**src/rtl/core/alft_pkg.sv**
```systemverilog
package alft_pkg;

    localparam int MAX_ARGS   = 32;
    localparam int MAX_COLUMN = 255;
    localparam int ARG_W      = $clog2(MAX_ARGS + 1);
    localparam int COL_W      = $clog2(MAX_COLUMN + 1);

    localparam logic [7:0] CH_SEMI  = 8'h3B;
    localparam logic [7:0] CH_STAR  = 8'h2A;
    localparam logic [7:0] CH_HASH  = 8'h23;
    localparam logic [7:0] CH_EQ    = 8'h3D;
    localparam logic [7:0] CH_BSL   = 8'h5C;
    localparam logic [7:0] CH_DQ    = 8'h22;
    localparam logic [7:0] CH_SQ    = 8'h27;
    localparam logic [7:0] CH_AT    = 8'h40;
    localparam logic [7:0] CH_SPACE = 8'h20;
    localparam logic [7:0] CH_TAB   = 8'h09;
    localparam logic [7:0] CH_COMMA = 8'h2C;
    localparam logic [7:0] CH_UNDER = 8'h5F;
    localparam logic [7:0] CH_DOT   = 8'h2E;

    typedef enum logic [3:0] {
        PH_START, PH_LABEL, PH_SUFFIX, PH_OP_SEEK, PH_STAR_EQ, PH_OPCODE,
        PH_ARG_SEEK, PH_STRING, PH_CHAR1, PH_CHAR2, PH_PLAIN, PH_AFTER_LIT,
        PH_ARG_NEXT, PH_TRAIL, PH_COMMENT
    } t_phase;

    typedef enum logic [2:0] {
        CLS_SEP, CLS_LABEL, CLS_SUFFIX, CLS_OPCODE, CLS_ARG, CLS_COMMENT
    } t_class;

    typedef struct packed {
        t_phase phase;
        t_class cls;
        logic   start;
        logic   inc;
    } t_step;

    typedef struct packed {
        t_phase           phase;
        t_class           cls;
        logic             start;
        logic             err;
        logic [ARG_W-1:0] arg_count;
    } t_tag;

    typedef struct packed {
        logic [7:0] char_out;
        t_class     cls;
        logic [4:0] arg_index;
        logic       start;
        logic [7:0] column;
        logic       err;
    } t_result;

    function automatic logic is_blank(logic [7:0] c);
        return c == CH_SPACE || c == CH_TAB;
    endfunction

    function automatic logic is_alpha(logic [7:0] c);
        return (c >= 8'h61 && c <= 8'h7A) || (c >= 8'h41 && c <= 8'h5A);
    endfunction

    function automatic logic is_ident_start(logic [7:0] c);
        return is_alpha(c) || c == CH_UNDER || c == CH_DOT;
    endfunction

    function automatic logic is_ident(logic [7:0] c);
        return is_ident_start(c) || (c >= 8'h30 && c <= 8'h39) || c == CH_AT;
    endfunction

    function automatic logic is_special(logic [7:0] c);
        return c == CH_EQ || c == CH_STAR;
    endfunction

endpackage

```
**src/rtl/core/alft_classify.sv**
```systemverilog
module alft_classify (
    input  alft_pkg::t_phase               i_phase,
    input  logic [7:0]                     i_char,
    input  logic                           i_has_next,
    input  logic [7:0]                     i_next,
    input  logic                           i_macro_mode,
    input  logic [alft_pkg::ARG_W-1:0]     i_arg_count,
    output alft_pkg::t_tag                 o_tag
);

    function automatic alft_pkg::t_step mk(alft_pkg::t_phase ph, alft_pkg::t_class cls,
                                           logic st, logic inc);
        alft_pkg::t_step s;
        s.phase = ph;
        s.cls   = cls;
        s.start = st;
        s.inc   = inc;
        return s;
    endfunction

    function automatic alft_pkg::t_step f_trail(logic [7:0] c);
        if (alft_pkg::is_blank(c)) return mk(alft_pkg::PH_TRAIL, alft_pkg::CLS_SEP, 1'b0, 1'b0);
        return mk(alft_pkg::PH_COMMENT, alft_pkg::CLS_COMMENT, 1'b1, 1'b0);
    endfunction

    function automatic alft_pkg::t_step f_terminate(logic [7:0] c, logic inc);
        if (c == alft_pkg::CH_COMMA)
            return mk(alft_pkg::PH_ARG_SEEK, alft_pkg::CLS_SEP, 1'b0, inc);
        if (c == alft_pkg::CH_SEMI || alft_pkg::is_blank(c))
            return mk(alft_pkg::PH_TRAIL, alft_pkg::CLS_SEP, 1'b0, inc);
        return mk(alft_pkg::PH_ARG_NEXT, alft_pkg::CLS_SEP, 1'b0, inc);
    endfunction

    function automatic alft_pkg::t_step f_arg_begin(logic [7:0] c, logic full);
        if (full) return f_trail(c);
        if (c == alft_pkg::CH_DQ)
            return mk(alft_pkg::PH_STRING, alft_pkg::CLS_ARG, 1'b1, 1'b1);
        if (c == alft_pkg::CH_SQ)
            return mk(alft_pkg::PH_CHAR1, alft_pkg::CLS_ARG, 1'b1, 1'b1);
        if (c == alft_pkg::CH_COMMA || c == alft_pkg::CH_SEMI || alft_pkg::is_blank(c))
            return f_terminate(c, 1'b1);
        return mk(alft_pkg::PH_PLAIN, alft_pkg::CLS_ARG, 1'b1, 1'b1);
    endfunction

    function automatic alft_pkg::t_step f_arg_seek(logic [7:0] c, logic full);
        if (alft_pkg::is_blank(c))
            return mk(alft_pkg::PH_ARG_SEEK, alft_pkg::CLS_SEP, 1'b0, 1'b0);
        if (c == alft_pkg::CH_SEMI)
            return mk(alft_pkg::PH_COMMENT, alft_pkg::CLS_COMMENT, 1'b1, 1'b0);
        return f_arg_begin(c, full);
    endfunction

    function automatic alft_pkg::t_step f_op_seek(logic [7:0] c, logic star_eq, logic full);
        if (alft_pkg::is_blank(c))
            return mk(alft_pkg::PH_OP_SEEK, alft_pkg::CLS_SEP, 1'b0, 1'b0);
        if (c == alft_pkg::CH_SEMI)
            return mk(alft_pkg::PH_COMMENT, alft_pkg::CLS_COMMENT, 1'b1, 1'b0);
        if (c == alft_pkg::CH_STAR && star_eq)
            return mk(alft_pkg::PH_STAR_EQ, alft_pkg::CLS_OPCODE, 1'b1, 1'b0);
        if (c == alft_pkg::CH_EQ)
            return mk(alft_pkg::PH_ARG_SEEK, alft_pkg::CLS_OPCODE, 1'b1, 1'b0);
        if (alft_pkg::is_ident_start(c))
            return mk(alft_pkg::PH_OPCODE, alft_pkg::CLS_OPCODE, 1'b1, 1'b0);
        return f_arg_begin(c, full);
    endfunction

    logic            w_full;
    logic            w_star_eq;
    logic            w_bsl;
    logic            w_lab;
    logic            w_err;
    alft_pkg::t_step w_step;

    assign w_full    = i_arg_count >= alft_pkg::ARG_W'(alft_pkg::MAX_ARGS);
    assign w_star_eq = i_has_next && i_next == alft_pkg::CH_EQ;
    assign w_bsl     = i_macro_mode && i_char == alft_pkg::CH_BSL;
    assign w_lab     = alft_pkg::is_ident(i_char) || w_bsl;

    always_comb begin
        w_err  = 1'b0;
        w_step = mk(i_phase, alft_pkg::CLS_SEP, 1'b0, 1'b0);
        unique case (i_phase)
            alft_pkg::PH_START: begin
                if (i_char == alft_pkg::CH_SEMI || i_char == alft_pkg::CH_STAR
                        || i_char == alft_pkg::CH_HASH) begin
                    w_step = mk(alft_pkg::PH_COMMENT, alft_pkg::CLS_COMMENT, 1'b1, 1'b0);
                end else if (alft_pkg::is_blank(i_char)) begin
                    w_step = mk(alft_pkg::PH_OP_SEEK, alft_pkg::CLS_SEP, 1'b0, 1'b0);
                end else if (alft_pkg::is_ident_start(i_char) || w_bsl) begin
                    w_step = mk(alft_pkg::PH_LABEL, alft_pkg::CLS_LABEL, 1'b1, 1'b0);
                end else begin
                    w_err  = 1'b1;
                    w_step = f_op_seek(i_char, w_star_eq, w_full);
                end
            end
            alft_pkg::PH_LABEL: begin
                if (w_lab)
                    w_step = mk(alft_pkg::PH_LABEL, alft_pkg::CLS_LABEL, 1'b0, 1'b0);
                else if (alft_pkg::is_blank(i_char))
                    w_step = mk(alft_pkg::PH_OP_SEEK, alft_pkg::CLS_SEP, 1'b0, 1'b0);
                else if (alft_pkg::is_special(i_char))
                    w_step = f_op_seek(i_char, w_star_eq, w_full);
                else
                    w_step = mk(alft_pkg::PH_SUFFIX, alft_pkg::CLS_SUFFIX, 1'b1, 1'b0);
            end
            alft_pkg::PH_SUFFIX: begin
                if (alft_pkg::is_blank(i_char))
                    w_step = mk(alft_pkg::PH_OP_SEEK, alft_pkg::CLS_SEP, 1'b0, 1'b0);
                else if (alft_pkg::is_ident(i_char) || alft_pkg::is_special(i_char))
                    w_step = f_op_seek(i_char, w_star_eq, w_full);
                else
                    w_step = mk(alft_pkg::PH_SUFFIX, alft_pkg::CLS_SUFFIX, 1'b0, 1'b0);
            end
            alft_pkg::PH_OP_SEEK: w_step = f_op_seek(i_char, w_star_eq, w_full);
            alft_pkg::PH_STAR_EQ:
                w_step = mk(alft_pkg::PH_ARG_SEEK, alft_pkg::CLS_OPCODE, 1'b0, 1'b0);
            alft_pkg::PH_OPCODE: begin
                if (alft_pkg::is_ident(i_char))
                    w_step = mk(alft_pkg::PH_OPCODE, alft_pkg::CLS_OPCODE, 1'b0, 1'b0);
                else
                    w_step = f_arg_seek(i_char, w_full);
            end
            alft_pkg::PH_ARG_SEEK: w_step = f_arg_seek(i_char, w_full);
            alft_pkg::PH_STRING: begin
                if (i_char == alft_pkg::CH_DQ)
                    w_step = mk(alft_pkg::PH_AFTER_LIT, alft_pkg::CLS_ARG, 1'b0, 1'b0);
                else
                    w_step = mk(alft_pkg::PH_STRING, alft_pkg::CLS_ARG, 1'b0, 1'b0);
            end
            alft_pkg::PH_CHAR1:
                w_step = mk(alft_pkg::PH_CHAR2, alft_pkg::CLS_ARG, 1'b0, 1'b0);
            alft_pkg::PH_CHAR2: begin
                if (i_char == alft_pkg::CH_SQ)
                    w_step = mk(alft_pkg::PH_AFTER_LIT, alft_pkg::CLS_ARG, 1'b0, 1'b0);
                else
                    w_step = f_terminate(i_char, 1'b0);
            end
            alft_pkg::PH_PLAIN: begin
                if (i_char == alft_pkg::CH_COMMA || i_char == alft_pkg::CH_SEMI
                        || alft_pkg::is_blank(i_char))
                    w_step = f_terminate(i_char, 1'b0);
                else
                    w_step = mk(alft_pkg::PH_PLAIN, alft_pkg::CLS_ARG, 1'b0, 1'b0);
            end
            alft_pkg::PH_AFTER_LIT: w_step = f_terminate(i_char, 1'b0);
            alft_pkg::PH_ARG_NEXT:  w_step = f_arg_begin(i_char, w_full);
            alft_pkg::PH_TRAIL:     w_step = f_trail(i_char);
            default:
                w_step = mk(alft_pkg::PH_COMMENT, alft_pkg::CLS_COMMENT, 1'b0, 1'b0);
        endcase
    end

    always_comb begin
        o_tag.phase     = w_step.phase;
        o_tag.cls       = w_step.cls;
        o_tag.start     = w_step.start;
        o_tag.err       = w_err;
        o_tag.arg_count = i_arg_count + alft_pkg::ARG_W'(w_step.inc);
    end

endmodule

```
**src/rtl/core/asm_line_field_tagger_unit.sv**
```systemverilog
// Channel   | Direction | Handshake               | Payload
// ----------+-----------+-------------------------+--------------------------------------
// in        | sink      | i_in_valid / o_in_stall | i_char_in, i_line_end
// out       | source    | o_out_valid/i_out_stall | char_out, field_class, arg_index,
//           |           |                         | field_start, column, label_error
// cfg       | sink      | i_cfg_valid/o_cfg_ready | i_cfg_data (macro_mode)
//
// One item per cycle while the input is not stalled; a result is registered when the item
// after its character is accepted. The single-pass parse step between the held character
// register and the result register sets the rate. Reset returns the parser to the start of
// a line and empties both output stages. A stalled output holds one result plus one in the
// skid stage; the input stalls only while the skid stage is full. Config is always ready.
module asm_line_field_tagger_unit (
    input  logic       i_clk,
    input  logic       i_rst_n,
    input  logic       i_in_valid,
    output logic       o_in_stall,
    input  logic [7:0] i_char_in,
    input  logic       i_line_end,
    output logic       o_out_valid,
    input  logic       i_out_stall,
    output logic [7:0] o_char_out,
    output logic [2:0] o_field_class,
    output logic [4:0] o_arg_index,
    output logic       o_field_start,
    output logic [7:0] o_column,
    output logic       o_label_error,
    input  logic       i_cfg_valid,
    output logic       o_cfg_ready,
    input  logic       i_cfg_data
);

    alft_pkg::t_phase                r_phase;
    logic [7:0]                      r_held_char;
    logic                            r_held_valid;
    logic [alft_pkg::ARG_W-1:0]      r_arg_count;
    logic [alft_pkg::COL_W-1:0]      r_column;
    logic                            r_macro_mode;
    logic                            r_out_valid;
    logic                            r_skid_valid;
    alft_pkg::t_result               r_out;
    alft_pkg::t_result               r_skid;

    alft_pkg::t_tag                  w_tag;
    alft_pkg::t_result               n_res;
    logic                            w_accept;
    logic                            w_produce;
    logic                            w_out_free;
    logic [alft_pkg::ARG_W-1:0]      w_idx;

    alft_classify u_classify (
        .i_phase      (r_phase),
        .i_char       (r_held_char),
        .i_has_next   (!i_line_end),
        .i_next       (i_char_in),
        .i_macro_mode (r_macro_mode),
        .i_arg_count  (r_arg_count),
        .o_tag        (w_tag)
    );

    assign o_in_stall  = r_skid_valid;
    assign o_cfg_ready = 1'b1;
    assign w_accept    = i_in_valid && !o_in_stall;
    assign w_produce   = w_accept && r_held_valid;
    assign w_out_free  = !r_out_valid || !i_out_stall;
    assign w_idx       = w_tag.arg_count - alft_pkg::ARG_W'(1);

    always_comb begin
        n_res.char_out  = r_held_char;
        n_res.cls       = w_tag.cls;
        n_res.arg_index = (w_tag.cls == alft_pkg::CLS_ARG && w_tag.arg_count != '0)
                          ? 5'(w_idx) : 5'd0;
        n_res.start     = w_tag.start;
        n_res.column    = 8'(r_column);
        n_res.err       = w_tag.err;
    end

    always_ff @(posedge i_clk) begin
        if (!i_rst_n) begin
            r_phase      <= alft_pkg::PH_START;
            r_held_char  <= '0;
            r_held_valid <= 1'b0;
            r_arg_count  <= '0;
            r_column     <= '0;
            r_macro_mode <= 1'b0;
            r_out_valid  <= 1'b0;
            r_skid_valid <= 1'b0;
        end else begin
            if (i_cfg_valid && o_cfg_ready) begin
                r_macro_mode <= i_cfg_data;
            end
            if (w_accept) begin
                if (i_line_end) begin
                    r_phase      <= alft_pkg::PH_START;
                    r_arg_count  <= '0;
                    r_column     <= '0;
                    r_held_valid <= 1'b0;
                    r_held_char  <= '0;
                end else begin
                    if (r_held_valid) begin
                        r_phase     <= w_tag.phase;
                        r_arg_count <= w_tag.arg_count;
                        if (r_column < alft_pkg::COL_W'(alft_pkg::MAX_COLUMN)) begin
                            r_column <= r_column + alft_pkg::COL_W'(1);
                        end
                    end
                    r_held_char  <= i_char_in;
                    r_held_valid <= 1'b1;
                end
            end
            if (w_out_free) begin
                if (r_skid_valid) begin
                    r_out        <= r_skid;
                    r_out_valid  <= 1'b1;
                    r_skid_valid <= 1'b0;
                end else begin
                    r_out        <= n_res;
                    r_out_valid  <= w_produce;
                end
            end else if (w_produce) begin
                r_skid       <= n_res;
                r_skid_valid <= 1'b1;
            end
        end
    end

    assign o_out_valid   = r_out_valid;
    assign o_char_out    = r_out.char_out;
    assign o_field_class = r_out.cls;
    assign o_arg_index   = r_out.arg_index;
    assign o_field_start = r_out.start;
    assign o_column      = r_out.column;
    assign o_label_error = r_out.err;

    a_skid_implies_out: assert property (@(posedge i_clk) disable iff (!i_rst_n)
        r_skid_valid |-> r_out_valid)
        else $error("skid stage holds an item while output stage is empty");

    a_arg_count_max: assert property (@(posedge i_clk) disable iff (!i_rst_n)
        r_arg_count <= alft_pkg::ARG_W'(alft_pkg::MAX_ARGS))
        else $error("argument count beyond limit");

    a_idx_only_arg: assert property (@(posedge i_clk) disable iff (!i_rst_n)
        (o_out_valid && o_field_class != alft_pkg::CLS_ARG) |-> o_arg_index == 5'd0)
        else $error("argument index outside an argument");

    a_sep_no_start: assert property (@(posedge i_clk) disable iff (!i_rst_n)
        (o_out_valid && o_field_class == alft_pkg::CLS_SEP) |-> !o_field_start)
        else $error("separator flagged as field start");

    a_err_col0: assert property (@(posedge i_clk) disable iff (!i_rst_n)
        (o_out_valid && o_label_error) |-> o_column == 8'd0)
        else $error("label error away from the first column");

endmodule

```
**config.mk**
```make
export PLATFORM = sky130hd
export DESIGN_NAME = asm_line_field_tagger_unit
export DESIGN_NICKNAME = d
export VERILOG_FILES = /design/src/rtl/core/alft_pkg.sv /design/src/rtl/core/alft_classify.sv /design/src/rtl/core/asm_line_field_tagger_unit.sv
export SDC_FILE = /design/constraint.sdc
export NUM_CORES = 1
export LEC_CHECK = 0
export BUFFER_PORTS_ARGS = -buffer_cell sky130_fd_sc_hd__buf_2
export CAP_MARGIN = 20
export CORE_AREA = 2 2 101 103
export CTS_CLUSTER_DIAMETER = 40
export CTS_CLUSTER_SIZE = 14
export DETAILED_ROUTE_END_ITERATION = 8
export DIE_AREA = 0 0 103 105
export GPL_ROUTABILITY_DRIVEN = 0
export MAX_ROUTING_LAYER = met4
export PLACE_DENSITY = 0.69
export SLEW_MARGIN = 0
export SYNTH_ARGS = -nofsm -noshare
export SYNTH_HDL_FRONTEND = slang
export SYNTH_SLANG_ARGS = --single-unit
export TNS_END_PERCENT = 20
```
**constraint.sdc**
```tcl
create_clock -name i_clk -period 4.65 [get_ports i_clk]
set_input_delay 0.6975 -clock i_clk [delete_from_list [all_inputs] [get_ports i_clk]]
set_output_delay 0.6975 -clock i_clk [all_outputs]
set_load 0.01 [all_outputs]
```
* Word level (Yosys, flattened, before mapping)
Cells that the tools add are included.
Storage, ports and cells: bits in registers 82, input port bits 15, output and inout port bits 29, word-level logic and storage cells 766
Cells by class: $add $sub $neg 3, $lt $le $gt $ge 8, equality and inequality tests 28, multiplexer cells 667, bitwise operators 2, reduce and logical (&&, ||, !) cells 38
Operators by type and width (number):
- $mux 9 | 137
- $mux 1 | 519
- $pmux 9 s14 | 1
- $eq 8x6->1 const B | 10
- $mux 8 | 4
- $mux 26 | 1
- $eq 4x4->1 const B | 6
- $eq 8x7->1 const B | 3
- $eq 4x3->1 const B | 4
- $ge 8x7->1 const B | 2
- $le 8x7->1 const B | 2
- $logic_or 1x1->1 | 16
- $mux 6 | 2
- $logic_and 1x1->1 | 9
- $add 8x1->8 const B | 1
- $eq 4x2->1 const B | 2
- $eq 8x4->1 const B | 1
- $ge 8x6->1 const B | 1
- $le 8x6->1 const B | 1
- $lt 8x8->1 const B | 1
- $mux 4 | 2
- $add 6x1->6 | 1
- $ge 6x6->1 const B | 1
- $reduce_and 3->1 | 2
- other kinds (11) | 17

* Depth between registers and ports, before layout
word-level depth 113, gate-level depth with buffers 18, depth with buffers taken out 16

* Hierarchy
A second synthesis with hierarchy kept.
Second synthesis, totals: cells, all modules 466, area, all modules 4585.6 sq um
Modules (own cells, without submodules):
- asm_line_field_tagger_unit | times used 1, cells each 253, area each 3250.6 sq um, sequential area each 2162.1 sq um
- alft_classify | times used 1, cells each 213, area each 1335.0 sq um, sequential area each 0.0 sq um

* Least setup slack after synthesis
Ideal clock, no wire load.
kind input to register, start input port i_char_in[7], end register r_out, in the netlist o_arg_index[2], data pin, library setup time 165 ps, arrival time 3330 ps, required time 4485 ps, slack 1154 ps, stages on the path 14, buffers on the path 0, cells stage by stage or4b_1 -> or3_1 -> o21a_1 -> nand2_1 -> o22ai_1 -> ha_1 -> ha_1 -> xor2_1 -> inv_1 -> nand4_1 -> nor2_1 -> nor2_1 -> nand3_4 -> o31ai_2
Between the ends: longest elaborated chain between the ends 22, elaborated cells between the ends (all ways) 66, classes of those cells add/sub (2); eq/ne (2); mux (58); reduce/logical (4)
Ends and longest elaborated chain:
- from (decl) | line asm_line_field_tagger_unit.sv:18 | input logic [7:0] i_char_in,
- $eq 8x6->1 * | line alft_classify.sv:75 | assign w_star_eq = i_has_next && i_next == alft_pkg::CH_EQ;
- $logic_and 1x1->1 * | line alft_classify.sv:75
- $logic_and 1x1->1 * | line alft_classify.sv:58 | if (c == alft_pkg::CH_STAR && star_eq)
- $mux 1 (2 in a row) | line alft_classify.sv:58
- $mux 1 | line alft_classify.sv:56 | if (c == alft_pkg::CH_SEMI)
- $mux 1, on equally long branches | line alft_classify.sv:101, alft_classify.sv:89
- $mux 1, on equally long branches | line alft_classify.sv:99, alft_classify.sv:87
- $mux 1, on equally long branches | line alft_classify.sv:97, alft_classify.sv:84
- [... 3 more ...]
- $mux 9 | line alft_classify.sv:56
- $mux 9, on equally long branches | line alft_classify.sv:101, alft_classify.sv:89
- $mux 9, on equally long branches | line alft_classify.sv:99, alft_classify.sv:87
- $mux 9, on equally long branches | line alft_classify.sv:97, alft_classify.sv:84
- $pmux 9 s14 * | line alft_classify.sv:82 | unique case (i_phase)
- parallel branches: the longest is 3 deep, another holds $add 6x1->6
- $mux 5 * | line asm_line_field_tagger_unit.sv:72 | ? 5'(w_idx) : 5'd0;
- $mux 26 * | line asm_line_field_tagger_unit.sv:112 | if (r_skid_valid) begin
- to (signal assigned) | line asm_line_field_tagger_unit.sv:113 | r_out <= r_skid;
- to (signal assigned) | line asm_line_field_tagger_unit.sv:117 | r_out <= n_res;
- to (decl) | line asm_line_field_tagger_unit.sv:41 | alft_pkg::t_result r_out;
Mark *: on every way between the ends. The select of a mux whose other input is x is not followed. A chain may end at the register's enable or synchronous reset.

==> results by group <==
Setup path
  – CP Launch Type: flip-flop
  – CP startpoint: r_held_char[3]
  – CP max-delay cell: dfxtp_1
  – Worst reg2reg path depth: 15
  – Cell Chain, Critical Path: nand2_1 -> o211ai_1 -> o21ai_1 -> nor4b_2 -> a21oi_1 -> o22ai_1 -> ha_1 -> ha_1 -> xor2_1 -> inv_1 -> nand4_1 -> nor2_1 -> nor2_1 -> nand3_4 -> nor3_1
  – CP bufs+invs: 1
  – Largest delay share family, worst path: simple AND/OR/NAND/NOR gates
  – CP Data Required Time: 4.82 ns
  – Worst path max stage delay: 0.74 ns
  – Crit. End Element: flip-flop
  – Critical Path Stages: 15
  – Critical Path Sink: r_skid[12]
  – Critical Setup Path Class: flip-flop to flip-flop
  – R2R Path Start: r_held_char[3]
  – Reg-to-reg setup timing slack: 0.46 ns
  – Reg2reg end: r_skid[12]
  – Largest fanout on the critical path: 21
  – WP data arrival: 4.36 ns

STA
  – Final worst-path setup slack: 0.4640 ns
  – Worst Tran Pin Value: 0.8865 ns
  – Rel. slew slack: 40.55%
  – Final Max Slew Viols: 0
  – Fin. Hold Viols: 0
  – Clock Skew: 0.009064 ns
  – Period utilisation layout: 90.02%
  – Fin crit period: 4.186 ns
  – RSZ-0062 raised after global routing: no
  – Max Clk Rate: 0.2389 GHz
  – Final setup TNS: 0 ns
  – Hold WS: 0.5242 ns
  – Final setup fails: 0

Detailed routing
  – Drt drc: 0
  – Wire length per cell: 17.38 um
  – Post-route ant nets: 0
  – Initial drt markers: 246
  – Drt total wl: 11.47 mm
  – Vias: 3993
  – DR pass1 iterations: 5
  – Vias/cell: 6.050

Power
  – Worst vdd rail ir drop: 0.1968 mV
  – Pwr/cell area: 283.7 nW/um2
  – LEAKAGE: 1.946 nW

Cells and area
  – Fillcell total: 874
  – Non-Filler Instances: 660
  – Final nets: 542
  – Layout area overhead: 9.702%
  – Share of post-route cells with drive strength above 1: 21.63%
  – Antenna diode count: 0
  – Fin area: 5334 um2

Floorplan
  – Initial Utilization: 50.44%
  – Core ar.: 9639 um2
  – Die Width: 103 um
  – Row count: 36
  – Overall die height: 105 um
  – Die area: 10820 um2
  – Num ports: 44

Logic synthesis
  – Syn nets: 516
  – Yosys reg bits: 82
  – Seq/Total Area, Yosys: 44.47%
  – Synth warn: 0
  – Avg Synthesized Cell Area: 9.803 um2
  – Most used flip-flop cell after synthesis: edfxtp_1
  – Post-synth ARST share: 0%
  – Cell count after synthesis: 496
  – Yosys cell types: 85
  – Synthesized area: 4862 um2
  – Post-synth EDFFs: 52

Clocking
  – Post-CTS setup buffer count: 0
  – CTS Root Cell: clkbuf_8
  – Number of hold buffers added after CTS: 0
  – Cts bufs inserted: 9
  – CTS tree: built
  – Post-cts resize count: 0
  – Max H-tree Level: 3
  – Total clock sinks: 82
  – Skew-Pair Late Insertion Delay: 0.35 ns
  – Clk pin slew, worst setup/hold paths: 0.09 ns
  – CTS Buffer Depth: 2

Place
  – HPWL after DPL: 8.204 mm
  – PortBufs: 42
  – Placed inst area: 5140 um2
  – Pre-CTS worst setup slack: 0.5526 ns
  – Placed Cells: 644

Global routing
  – Number of global-route vias before repair: 3774
  – Initial antenna violation count: 0
  – Largest net degree at the start of global routing: 31
  – Global-route wire length before repair: 19.17 mm
  – GR Util All Layers: 22.86%
  – Total congestion overflow: 0

Outcome
  – Status: complete, no violations

Min path
  – Worst Hold Class: flip-flop to flip-flop

Run
  – # Max-Cap Violations: 0
==> metrics by stage <==
stage	util, %	total power, mW
finish	55.33	1.513
CTS	55.33	1.522
detailed placement	53.32	1.014
global route	55.33	1.577
global placement	53.32	1.009
floorplan	-	0.9607
==> worst reg2reg max path: stages (launching register included) <==
cell and delay, ns:
dfxtp_1 0.74, nand2_1 0.23, o211ai_1 0.38, o21ai_1 0.19, nor4b_2 0.62, a21oi_1 0.08, o22ai_1 0.18, ha_1 0.22
ha_1 0.23, xor2_1 0.26, inv_1 0.10, nand4_1 0.10, nor2_1 0.04, nor2_1 0.18, nand3_4 0.18, nor3_1 0.27
==> power by group <==
part	switching [mW]	internal, mW	leakage, nW
logic	0.110	0.0743	1.10
registers	0.0173	0.798	0.757
clock network	0.264	0.249	0.0905
==> synthesized netlist by cell type (8+ instances only) <==
cell / count / share of area [%]
edfxtp_1: 52 / 32
dfxtp_1: 30 / 12
nand2b_1: 10 / 1.3
o21ai_0: 22 / 2.3
a21oi_1: 24 / 2.5
clkbuf_1: 15 / 1.2
nand2_1: 48 / 3.7
a21boi_0: 11 / 1.7
buf_2: 12 / 1.2
nand3_1: 12 / 1.2
inv_1: 8 / 0.62
nor3_1: 9 / 0.93
xor2_1: 10 / 1.8
nor2_1: 36 / 2.8
mux2_2: 19 / 4.4
nand3b_1: 15 / 2.3
nor2b_1: 12 / 1.5
==> state kept, by name, indices dropped and copies added (netlist names), 3 cells and up <==
signal         flops
o_arg_index        5
o_char_out         8
o_column           8
o_field_class      3
r_arg_count        6
r_column           8
r_held_char        8
r_phase            4
r_skid            26
==> placed cells by master (no fill, tap or decap), types with 4 or more instances in the layout <==
cell type  netlist  final
a21boi_0        11     11
a21oi_1         24     24
a22oi_1          5      5
a31oi_1          4      4
and2_1           6      6
and3_1           4      4
buf_2           12     42
buf_4            4     10
clkbuf_8         0      9
dfxtp_1         30     30
edfxtp_1        52     52
ha_1             5      5
inv_1            8      8
mux2_2          19     19
nand2_1         48     48
nand2b_1        10     10
nand3_1         12     12
nand3b_1        15     15
nand4_1          6      6
nor2_1          36     35
nor2b_1         12     12
nor3_1           9      9
nor4_1           5      5
o211ai_1         6      6
o21a_1           5      5
o21ai_0         22     22
o22ai_1          4      4
or3_1            6      6
or4_1            4      4
xnor2_1          4      4
xor2_1          10     10
==> worst min-delay path by stage <==
stage,from,slack [ns],endpoint,cells past startpoint
floorplan,r_held_char[4],0.40,r_skid[22],0
global placement,r_column[7],0.50,r_skid[8],0
detailed placement,r_column[6],0.50,r_skid[7],0
CTS,r_held_valid,0.52,r_held_valid,2
global route,r_column[6],0.54,r_skid[7],0
finish,r_held_valid,0.52,r_held_valid,2
==> cells by family (layout without fill, tap and decap cells) <==
logic type / Yosys count / after routing / share of synthesized area (%)
simple gates: 201 / 201 / 23.44
compound gates: 125 / 125 / 18.86
flops: 82 / 82 / 44.47
buf+inv: 46 / 77 / 4.323
mux: 22 / 22 / 5.018
xor+xnor: 14 / 14 / 2.522
fa+ha+maj: 5 / 5 / 1.287
other cells: 1 / 1 / 0.07713
==> layer usage <==
layer	wire length, um	share of wire (%)	global-route usage, %	up-vias
li1	-	-	-	1909
met1	5144	45	31.24	1887
met2	5268	46	33.72	163
met3	758	6.6	4.214	34
met4	299	2.6	8.459	0
met5	0	0	-	-
==> layout make-up <==
cell class / count / area [um2] / share of cell area (%)
Clock buffer: 10 / 127.6 / 2.393
Multi-Input combinational cell: 368 / 2492 / 46.73
Tap cell: 133 / 166.4 / 3.120
Inverter: 9 / 33.78 / 0.6334
Sequential cell: 82 / 2162 / 40.53
Clock inverter: 6 / 66.31 / 1.243
Timing Repair Buffer: 52 / 285.3 / 5.348
(Power assumes the default switching activity.)
